==> config.mk <==
export PLATFORM = sky130hd
export DESIGN_NAME = linear_probe_hash_table_pair_top
export DESIGN_NICKNAME = d
export VERILOG_FILES = /design/src/hw/rtl/lphtp_pkg.sv /design/src/hw/rtl/lphtp_table.sv /design/src/hw/rtl/linear_probe_hash_table_pair_top.sv
export SDC_FILE = /design/constraint.sdc
export NUM_CORES = 2
export LEC_CHECK = 0
export ABC_AREA = 1
export BUFFER_PORTS_ARGS = -buffer_cell sky130_fd_sc_hd__buf_2
export CAP_MARGIN = 40
export CORE_AREA = 2 2 324 455
export DETAILED_ROUTE_END_ITERATION = 7
export DIE_AREA = 0 0 326 457
export GPL_ROUTABILITY_DRIVEN = 0
export PLACE_DENSITY = 0.69
export SETUP_SLACK_MARGIN = 0.2
export SLEW_MARGIN = 20
export SYNTH_ARGS = -nofsm -noshare
export SYNTH_HDL_FRONTEND = slang
export SYNTH_SLANG_ARGS = --single-unit
==> constraint.sdc <==
create_clock -name clk_i -period 7.7 [get_ports clk_i]
set_input_delay 1.54 -clock clk_i [delete_from_list [all_inputs] [get_ports clk_i]]
set_output_delay 1.54 -clock clk_i [all_outputs]
set_load 0.05 [all_outputs]
==> src/hw/rtl/lphtp_pkg.sv <==
// Shared types, constants and helpers for the linear-probe hash table pair.
package lphtp_pkg;

  // TableSize must be a power of two (home slot is a mask of the key).
  localparam int TableSize = 16;
  localparam int IdxW      = $clog2(TableSize);
  localparam int CntW      = $clog2(TableSize + 1);
  localparam int KeyW      = 16;
  localparam int ValueW    = 34;
  localparam int ProbeW    = 5;
  localparam int ProbeMax  = 31;

  localparam logic [ValueW-1:0] MinValue = 34'd1000000000;

  typedef logic [IdxW-1:0] idx_t;

  typedef enum logic {
    OP_INSERT = 1'b0,
    OP_SEARCH = 1'b1
  } op_e;

  typedef struct packed {
    logic [KeyW-1:0]   key;
    logic [ValueW-1:0] value;
  } entry_t;

  typedef struct packed {
    logic              done;
    logic              ok;
    logic [ProbeW-1:0] probes;
  } probe_res_t;

  function automatic idx_t home_of(input logic [KeyW-1:0] key);
    logic [KeyW-1:0] m;
    m = key % KeyW'(TableSize);
    return m[IdxW-1:0];
  endfunction

  function automatic idx_t next_slot(input idx_t p);
    if (p == idx_t'(TableSize - 1)) begin
      return '0;
    end
    return p + idx_t'(1);
  endfunction

  function automatic logic [ProbeW-1:0] sat_probes(input logic [CntW-1:0] n);
    logic [31:0] w;
    w = 32'(n);
    if (w > 32'(ProbeMax)) begin
      return ProbeW'(ProbeMax);
    end
    return w[ProbeW-1:0];
  endfunction

endpackage

==> src/hw/rtl/lphtp_table.sv <==
// One open-addressed table: slot memory, valid bits and the probe sequencer.
module lphtp_table import lphtp_pkg::*; (
  input  logic              clk_i,
  input  logic              rst_ni,
  input  logic              replace_i,
  input  logic              start_i,
  input  logic              op_i,
  input  logic [KeyW-1:0]   key_i,
  input  logic [ValueW-1:0] value_i,
  output probe_res_t        res_o
);

  entry_t mem [TableSize];
  entry_t rdata_q;

  logic [TableSize-1:0] vld_q;
  logic                 act_q, mv_q, done_q, ok_q, foreign_q;
  logic [ProbeW-1:0]    probes_q;
  logic [CntW-1:0]      cnt_q;
  idx_t                 eptr_q, home_q;
  op_e                  op_q;
  entry_t               new_q, disp_q;

  idx_t   rd_addr, wr_addr;
  entry_t wr_data;
  logic   wr_en, fin, fin_ok, mv_d, cap_disp;
  logic   slot_vld, hit, last;

  assign rd_addr  = start_i ? home_of(key_i) : next_slot(eptr_q);
  assign slot_vld = vld_q[eptr_q];
  assign hit      = slot_vld && (rdata_q.key == new_q.key) && (rdata_q.value == new_q.value);
  assign last     = (cnt_q == CntW'(TableSize));

  always_comb begin
    fin      = 1'b0;
    fin_ok   = 1'b0;
    wr_en    = 1'b0;
    wr_addr  = eptr_q;
    wr_data  = new_q;
    mv_d     = 1'b0;
    cap_disp = 1'b0;
    if (mv_q) begin
      // second write of a displacement: new entry takes its home slot
      wr_en   = 1'b1;
      wr_addr = home_q;
    end else if (act_q) begin
      if (op_q == OP_SEARCH) begin
        fin    = !slot_vld || hit || last;
        fin_ok = hit;
      end else if (!slot_vld) begin
        fin    = 1'b1;
        fin_ok = 1'b1;
        wr_en  = 1'b1;
        if (replace_i && (cnt_q != CntW'(1)) && foreign_q) begin
          wr_data = disp_q;
          mv_d    = 1'b1;
        end
      end else if (last) begin
        fin = 1'b1;
      end else if (replace_i && (cnt_q == CntW'(1))) begin
        cap_disp = 1'b1;
      end
    end
  end

  always_ff @(posedge clk_i) begin
    if (wr_en) begin
      mem[wr_addr] <= wr_data;
    end
    rdata_q <= mem[rd_addr];
  end

  always_ff @(posedge clk_i or negedge rst_ni) begin
    if (!rst_ni) begin
      vld_q     <= '0;
      act_q     <= 1'b0;
      mv_q      <= 1'b0;
      done_q    <= 1'b0;
      ok_q      <= 1'b0;
      probes_q  <= '0;
      cnt_q     <= '0;
      eptr_q    <= '0;
      home_q    <= '0;
      op_q      <= OP_INSERT;
      new_q     <= '0;
      disp_q    <= '0;
      foreign_q <= 1'b0;
    end else begin
      if (wr_en) begin
        vld_q[wr_addr] <= 1'b1;
      end
      if (start_i) begin
        act_q     <= 1'b1;
        mv_q      <= 1'b0;
        done_q    <= 1'b0;
        cnt_q     <= CntW'(1);
        eptr_q    <= home_of(key_i);
        home_q    <= home_of(key_i);
        op_q      <= op_e'(op_i);
        new_q     <= '{key: key_i, value: value_i};
        foreign_q <= 1'b0;
      end else begin
        if (fin) begin
          act_q    <= 1'b0;
          ok_q     <= fin_ok;
          probes_q <= sat_probes(cnt_q);
          mv_q     <= mv_d;
          done_q   <= !mv_d;
        end else if (act_q) begin
          cnt_q  <= cnt_q + CntW'(1);
          eptr_q <= next_slot(eptr_q);
        end
        if (mv_q) begin
          mv_q   <= 1'b0;
          done_q <= 1'b1;
        end
        if (cap_disp) begin
          disp_q    <= rdata_q;
          foreign_q <= (home_of(rdata_q.key) != home_q);
        end
      end
    end
  end

  assign res_o = '{done: done_q, ok: ok_q, probes: probes_q};

endmodule

==> src/hw/rtl/linear_probe_hash_table_pair_top.sv <==
// Top level of the linear-probe hash table pair (plain and replacement tables).
//
// Command channel: a request (operation, key, value) is taken at a rising edge
// with start_i high and busy_o low. Insert (operation 0) stores the pair in
// both tables; search (operation 1) looks for the pair in both.
// Result channel: result_valid_o is high for exactly one cycle with status,
// ok flags and probe counts; the receiver cannot stall it.
// Timing: a value below 1000000000 is rejected and its result shows in the
// cycle after acceptance with busy_o staying low. Otherwise both tables probe
// in parallel, one slot read per cycle from each table's registered slot
// memory; the result follows once both tables have finished, after an extra
// write when the replacement table writes back a displaced entry. One request
// is in flight at a time; busy_o drops in the cycle the result is shown, so
// the next request may start there.
// Reset clears all valid bits at once: both tables are empty and the block
// takes requests in the first cycle after reset.
module linear_probe_hash_table_pair_top import lphtp_pkg::*; (
  input  logic              clk_i,
  input  logic              rst_ni,
  input  logic              start_i,
  output logic              busy_o,
  input  logic              operation_i,
  input  logic [KeyW-1:0]   key_i,
  input  logic [ValueW-1:0] value_i,
  output logic              result_valid_o,
  output logic              status_o,
  output logic              plain_ok_o,
  output logic [ProbeW-1:0] plain_probes_o,
  output logic              swap_ok_o,
  output logic [ProbeW-1:0] swap_probes_o
);

  typedef enum logic [1:0] {
    ST_IDLE = 2'b01,
    ST_RUN  = 2'b10
  } state_e;

  state_e     state_q, state_d;
  probe_res_t plain_res, swap_res;

  logic accept, reject, go, both_done;
  logic res_vld_q, status_q, plain_ok_q, swap_ok_q;
  logic [ProbeW-1:0] plain_probes_q, swap_probes_q;

  assign busy_o    = (state_q != ST_IDLE);
  assign accept    = start_i && !busy_o;
  assign reject    = (value_i < MinValue);
  assign go        = accept && !reject;
  assign both_done = (state_q == ST_RUN) && plain_res.done && swap_res.done;

  lphtp_table u_plain (
    .clk_i     (clk_i),
    .rst_ni    (rst_ni),
    .replace_i (1'b0),
    .start_i   (go),
    .op_i      (operation_i),
    .key_i     (key_i),
    .value_i   (value_i),
    .res_o     (plain_res)
  );

  lphtp_table u_swap (
    .clk_i     (clk_i),
    .rst_ni    (rst_ni),
    .replace_i (1'b1),
    .start_i   (go),
    .op_i      (operation_i),
    .key_i     (key_i),
    .value_i   (value_i),
    .res_o     (swap_res)
  );

  always_comb begin
    state_d = state_q;
    case (state_q)
      ST_IDLE: begin
        if (go) state_d = ST_RUN;
      end
      ST_RUN: begin
        if (both_done) state_d = ST_IDLE;
      end
      default: state_d = ST_IDLE;
    endcase
  end

  always_ff @(posedge clk_i or negedge rst_ni) begin
    if (!rst_ni) begin
      state_q        <= ST_IDLE;
      res_vld_q      <= 1'b0;
      status_q       <= 1'b0;
      plain_ok_q     <= 1'b0;
      plain_probes_q <= '0;
      swap_ok_q      <= 1'b0;
      swap_probes_q  <= '0;
    end else begin
      state_q   <= state_d;
      res_vld_q <= (accept && reject) || both_done;
      if (accept && reject) begin
        status_q       <= 1'b1;
        plain_ok_q     <= 1'b0;
        plain_probes_q <= '0;
        swap_ok_q      <= 1'b0;
        swap_probes_q  <= '0;
      end else if (both_done) begin
        status_q       <= 1'b0;
        plain_ok_q     <= plain_res.ok;
        plain_probes_q <= plain_res.probes;
        swap_ok_q      <= swap_res.ok;
        swap_probes_q  <= swap_res.probes;
      end
    end
  end

  assign result_valid_o = res_vld_q;
  assign status_o       = status_q;
  assign plain_ok_o     = plain_ok_q;
  assign plain_probes_o = plain_probes_q;
  assign swap_ok_o      = swap_ok_q;
  assign swap_probes_o  = swap_probes_q;

endmodule

==> results.txt <==
Number of synthesized flops with an enable pin: 1600. The number of filler instances in the final layout is 11.13k. The post-synthesis net count was 7763; the setup TNS after final layout was 0 ps. Sequential cell fraction of total power: 0.387.

Adder and majority cell fraction of the synthesized area: 0.001522. STA classifies the critical path startpoint as an input port. The design draws 0.03844 W. The worst hold path was traced through 2 stages. IR analysis of the VDD net gives a maximum drop of 0.4892 mV. Setup violations remaining at the end of the flow were counted as 0. Sorting the synthesized cells by area gives the leading types as sky130_fd_sc_hd__edfxtp_1 (58%), sky130_fd_sc_hd__nand3_1 (11%), sky130_fd_sc_hd__inv_1 (6.2%), sky130_fd_sc_hd__dfrtp_1 (5.6%), sky130_fd_sc_hd__nand2_1 (5.6%). The leakage power is 37.70 nW, and the simple logic cell fraction of the synthesized area is 0.2173.

Relative to the synthesized area, the layout overhead comes to 9.944%. The area share of the largest cell type after synthesis is 0.5843, and the clock power share is 0.222. The total of warnings raised by yosys is 0, and the area taken by flip-flops and latches is 0.05468 mm^2.

Starting DRC count in detailed routing: 7662. The tools report the kind of end point of the critical path as a flip-flop. Internal power comes to 0.02278 W. The path with the worst hold slack has its endpoint at u_swap.vld_q[3].

The final reports fail on design-rule violations. The post-synthesis xor/xnor area fraction was 0.005539; the final critical-path required period was 4802 ps. 69 I/O pins were placed.

The clock latency on the worst-skew pair was 800 ps; the power density over the cells was 425.2 mW/mm^2. The clock tree root driver cell is sky130_fd_sc_hd__clkbuf_16. Yosys mapped the design onto 42 distinct sky130hd cell types.

The H-tree depth is 4, and the share of post-route cells with drive strength above 1 is 0.07617. The final antenna-violating net count was 0. TritonCTS built the clock tree.

The number of CTS-inserted buffers was 167. Summing all multi-input logic gate instances after layout gives 0.02023 mm^2. At the pin with the least slew margin, the transition time is 1018 ps.

The die covers 0.1490 mm^2. The tools report the launch instance of the worst min-delay path as u_swap.vld_q[3]. Across the run, the number of max-cap violations was 0. The worst register-to-register path has a depth of 11. Final hold analysis gives a worst-case slack of 457.7 ps. The achievable clock frequency came out at 208.3 MHz.

Averaged over all synthesized cells, the footprint is 10.68 um^2. The run gives 0.5664 as the effective utilization at floorplan. The critical path's slowest cell was sky130_fd_sc_hd__nand2_8. The tools report the maximum buffer depth of the clock tree as 3.

The final hold violation count came out at 0. The compound-cell area share of the yosys netlist is 0.01503. The run gives 54.40k as the number of global-route vias before repair. Type of the most critical hold path: flip-flop to flip-flop. The tools report the headroom to the max-slew limit as 0.3213.

After synthesis, the largest family of logic cells by area is simple AND/OR/NAND/NOR gates. The share of synthesized registers carrying an async set or reset came out at 0.09814. Buffers placed on the I/O ports in this run total 68. The clock arrives with 19.41 ps of skew. Predominant post-synthesis flop cell: sky130_fd_sc_hd__edfxtp_1. The switching power as a share of total power was 0.4074; the portion of the clock cycle consumed by the worst path in the final layout was 0.6236. Entering global routing, the biggest net connects 174 pins. Clock-pin slew was measured on the worst setup and hold paths at 70 ps.

The worst reg2reg path endpoint was u_plain.mem[9][7]. For the half-perimeter wire length after placement, the log shows 125600 um. Measured along the y axis, the die boundary spans 457 um. The run gives 0.01566 W as the switching power of the nets.

The count of pins over their slew limit is 0, and the number of antenna violations at the first check in global routing is 5. The share of the yosys chip area belonging to registers is 0.6650. After detailed routing, the average wire length per cell comes to 23.34 um.

The worst register-to-register path has a setup slack of 3120 ps. The largest stage delay on the critical path came out at 700 ps. The reg-to-reg startpoint is u_plain.eptr_q[0]. Synthesized cell area: 0.08222 mm^2.

The TritonCTS sink count was 1885. The vias per cell is 5.842, and the flop and latch count out of synthesis is 1885. Endpoint required time on the critical path: 8390 ps.

The largest area contributor in the synthesized netlist was sky130_fd_sc_hd__edfxtp_1. The tools report the critical path startpoint as value_i[30]. The tools report the logic gate share of total power as 0.391. The number of hold buffers added after CTS came out at 0. Of all nets on the critical path, the largest fanout is 97.

For this block, the via count after detailed routing is 56.77k. In the layout the commonest cells are sky130_fd_sc_hd__nand3_1 (1878), sky130_fd_sc_hd__edfxtp_1 (1600), sky130_fd_sc_hd__inv_1 (1352), sky130_fd_sc_hd__nand2_1 (1218), sky130_fd_sc_hd__nand3b_1 (401). The worst setup path category was input port to flip-flop. The core outline area came out at 0.1452 mm^2.

The horizontal die dimension is 326 um, and the total iterations of the first detailed-routing run is 8. Walking the worst path, the cells encountered are buf_2, inv_1, nand2_1, nor2_1, o21ai_1, nor2_1, nand2_2, nand2_4, nand2_8, nand2_8, buf_4, nand2_1, nand3_1, nand3_1, nand3_1, nand2_1. The library cell used most frequently in the layout, excluding fill and tap cells, is sky130_fd_sc_hd__nand3_1. The run gives 0.3003 as the overall global routing resource usage.

After technology mapping, the gate count stands at 7699. The number of nets in the final layout was 7704; the count of unresolved DRC violations after routing was 1. For this block, the routed nets add up to 226800 um of wire.

Summed over all layers, the global routing overflow is 0. Setup repair after global routing left no endpoint under its margin. The number of gates resized after cts was 0; the mux contribution to synthesized area was 0.002237. The logs give 166 for the placement row count and 0 for the post-CTS setup buffer count.

STA puts the critical path data arrival time at 5490 ps. The first global-routing pass estimated 336100 um of wire. The flow ran to the end, but the final reports show violations.
[cells by family after synthesis]
family | after synthesis
buffers and inverters | 1824
flip-flops | 1885
adder cells (fa/ha/maj) | 10
AND/OR/NAND/NOR | 3689
XOR/XNOR | 52
multiplexers | 13
AO/OA/AOI/OAI | 226
[cell usage after synthesis, types with 2 or more instances]
cell,instances
sky130_fd_sc_hd__o211ai_1,4
sky130_fd_sc_hd__mux2_4,10
sky130_fd_sc_hd__o21ai_1,17
sky130_fd_sc_hd__buf_4,67
sky130_fd_sc_hd__nor3_1,8
sky130_fd_sc_hd__dfxtp_1,100
sky130_fd_sc_hd__nand4_1,14
sky130_fd_sc_hd__o21a_1,3
sky130_fd_sc_hd__o22ai_1,20
sky130_fd_sc_hd__edfxtp_1,1600
sky130_fd_sc_hd__nand3_1,1879
sky130_fd_sc_hd__clkbuf_1,25
sky130_fd_sc_hd__o21ai_0,106
sky130_fd_sc_hd__or2_2,23
sky130_fd_sc_hd__o21ai_2,4
sky130_fd_sc_hd__ha_1,10
sky130_fd_sc_hd__buf_1,6
sky130_fd_sc_hd__dfrtp_1,184
sky130_fd_sc_hd__xnor2_1,25
sky130_fd_sc_hd__buf_6,19
sky130_fd_sc_hd__nor2_1,126
sky130_fd_sc_hd__nand2_1,1225
sky130_fd_sc_hd__xor2_1,27
sky130_fd_sc_hd__buf_2,347
sky130_fd_sc_hd__nand2_4,2
sky130_fd_sc_hd__nor4_1,3
sky130_fd_sc_hd__nand2_2,5
sky130_fd_sc_hd__a21oi_1,56
sky130_fd_sc_hd__inv_1,1353
sky130_fd_sc_hd__mux2_2,2
sky130_fd_sc_hd__inv_2,7
sky130_fd_sc_hd__nand3b_1,401
sky130_fd_sc_hd__a22oi_1,12
[state kept, by name (all words and copies together) (netlist names), 16 cells and up]
signal / count
u_plain.mem: 800
u_swap.mem: 800
u_plain.rdata_q: 50
u_swap.disp_q: 50
u_swap.rdata_q: 50
u_plain.new_q: 47
u_plain.vld_q: 16
u_swap.vld_q: 16
[how the worst max path moves through the flow]
stage | end | slack, ps | depth (start not counted)
2_1_floorplan | u_plain.mem[15][0] | 2540 | 9
3_3_place_gp | u_plain.rdata_q[21] | 2150 | 16
3_5_place_dp | u_plain.rdata_q[19] | 2110 | 15
4_1_cts | u_plain.rdata_q[19] | 2940 | 15
5_1_grt | u_swap.rdata_q[18] | 2630 | 16
6_report | u_swap.rdata_q[34] | 2900 | 16
[power groups by stage]
stage	Combinational [W]	Sequential (W)	Clock (W)
after detailed placement	0.0148	0.0150	0
after CTS	0.0149	0.0148	0.00858
after floorplan	0.0102	0.0147	0
final	0.0150	0.0149	0.00852
after global routing	0.0164	0.0150	0.00896
after global placement	0.0143	0.0150	0
[per-stage QoR]
stage,std cells,instance area (um^2),setup slack (ps),utilization
final,9718,90400,2898,0.6227
after global routing,9717,90400,2627,0.6227
after CTS,9713,90320,2941,0.6221
after detailed placement,9399,84750,2111,0.5838
after global placement,9344,83910,2146,0.5780
after floorplan,7699,82220,2544,-
[worst max-delay path, delay by kind of cell]
family / cells / cell delay [ps]
AND/OR/NAND/NOR: 12 / 3030
buffers and inverters: 3 / 670
AO/OA/AOI/OAI: 1 / 90
[area by class of cell]
cell class	instances	share of cell area
Clock inverter	68	0.007543
Inverter	1360	0.05666
Tap cell	1932	0.02674
Timing Repair Buffer	236	0.02632
Sequential cell	1885	0.6048
Multi-Input combinational cell	3990	0.2238
Clock buffer	246	0.05406
Antenna cell	1	0.00002768
[routing by layer]
metal	global-route usage	vias up	wire length, um
met5	0	-	27
met2	0.4963	2822	110400
met1	0.3868	27670	84380
li1	-	25630	-
met4	0.1569	4	11940
met3	0.04291	648	20020
Power figures use the tool's default switching activity.
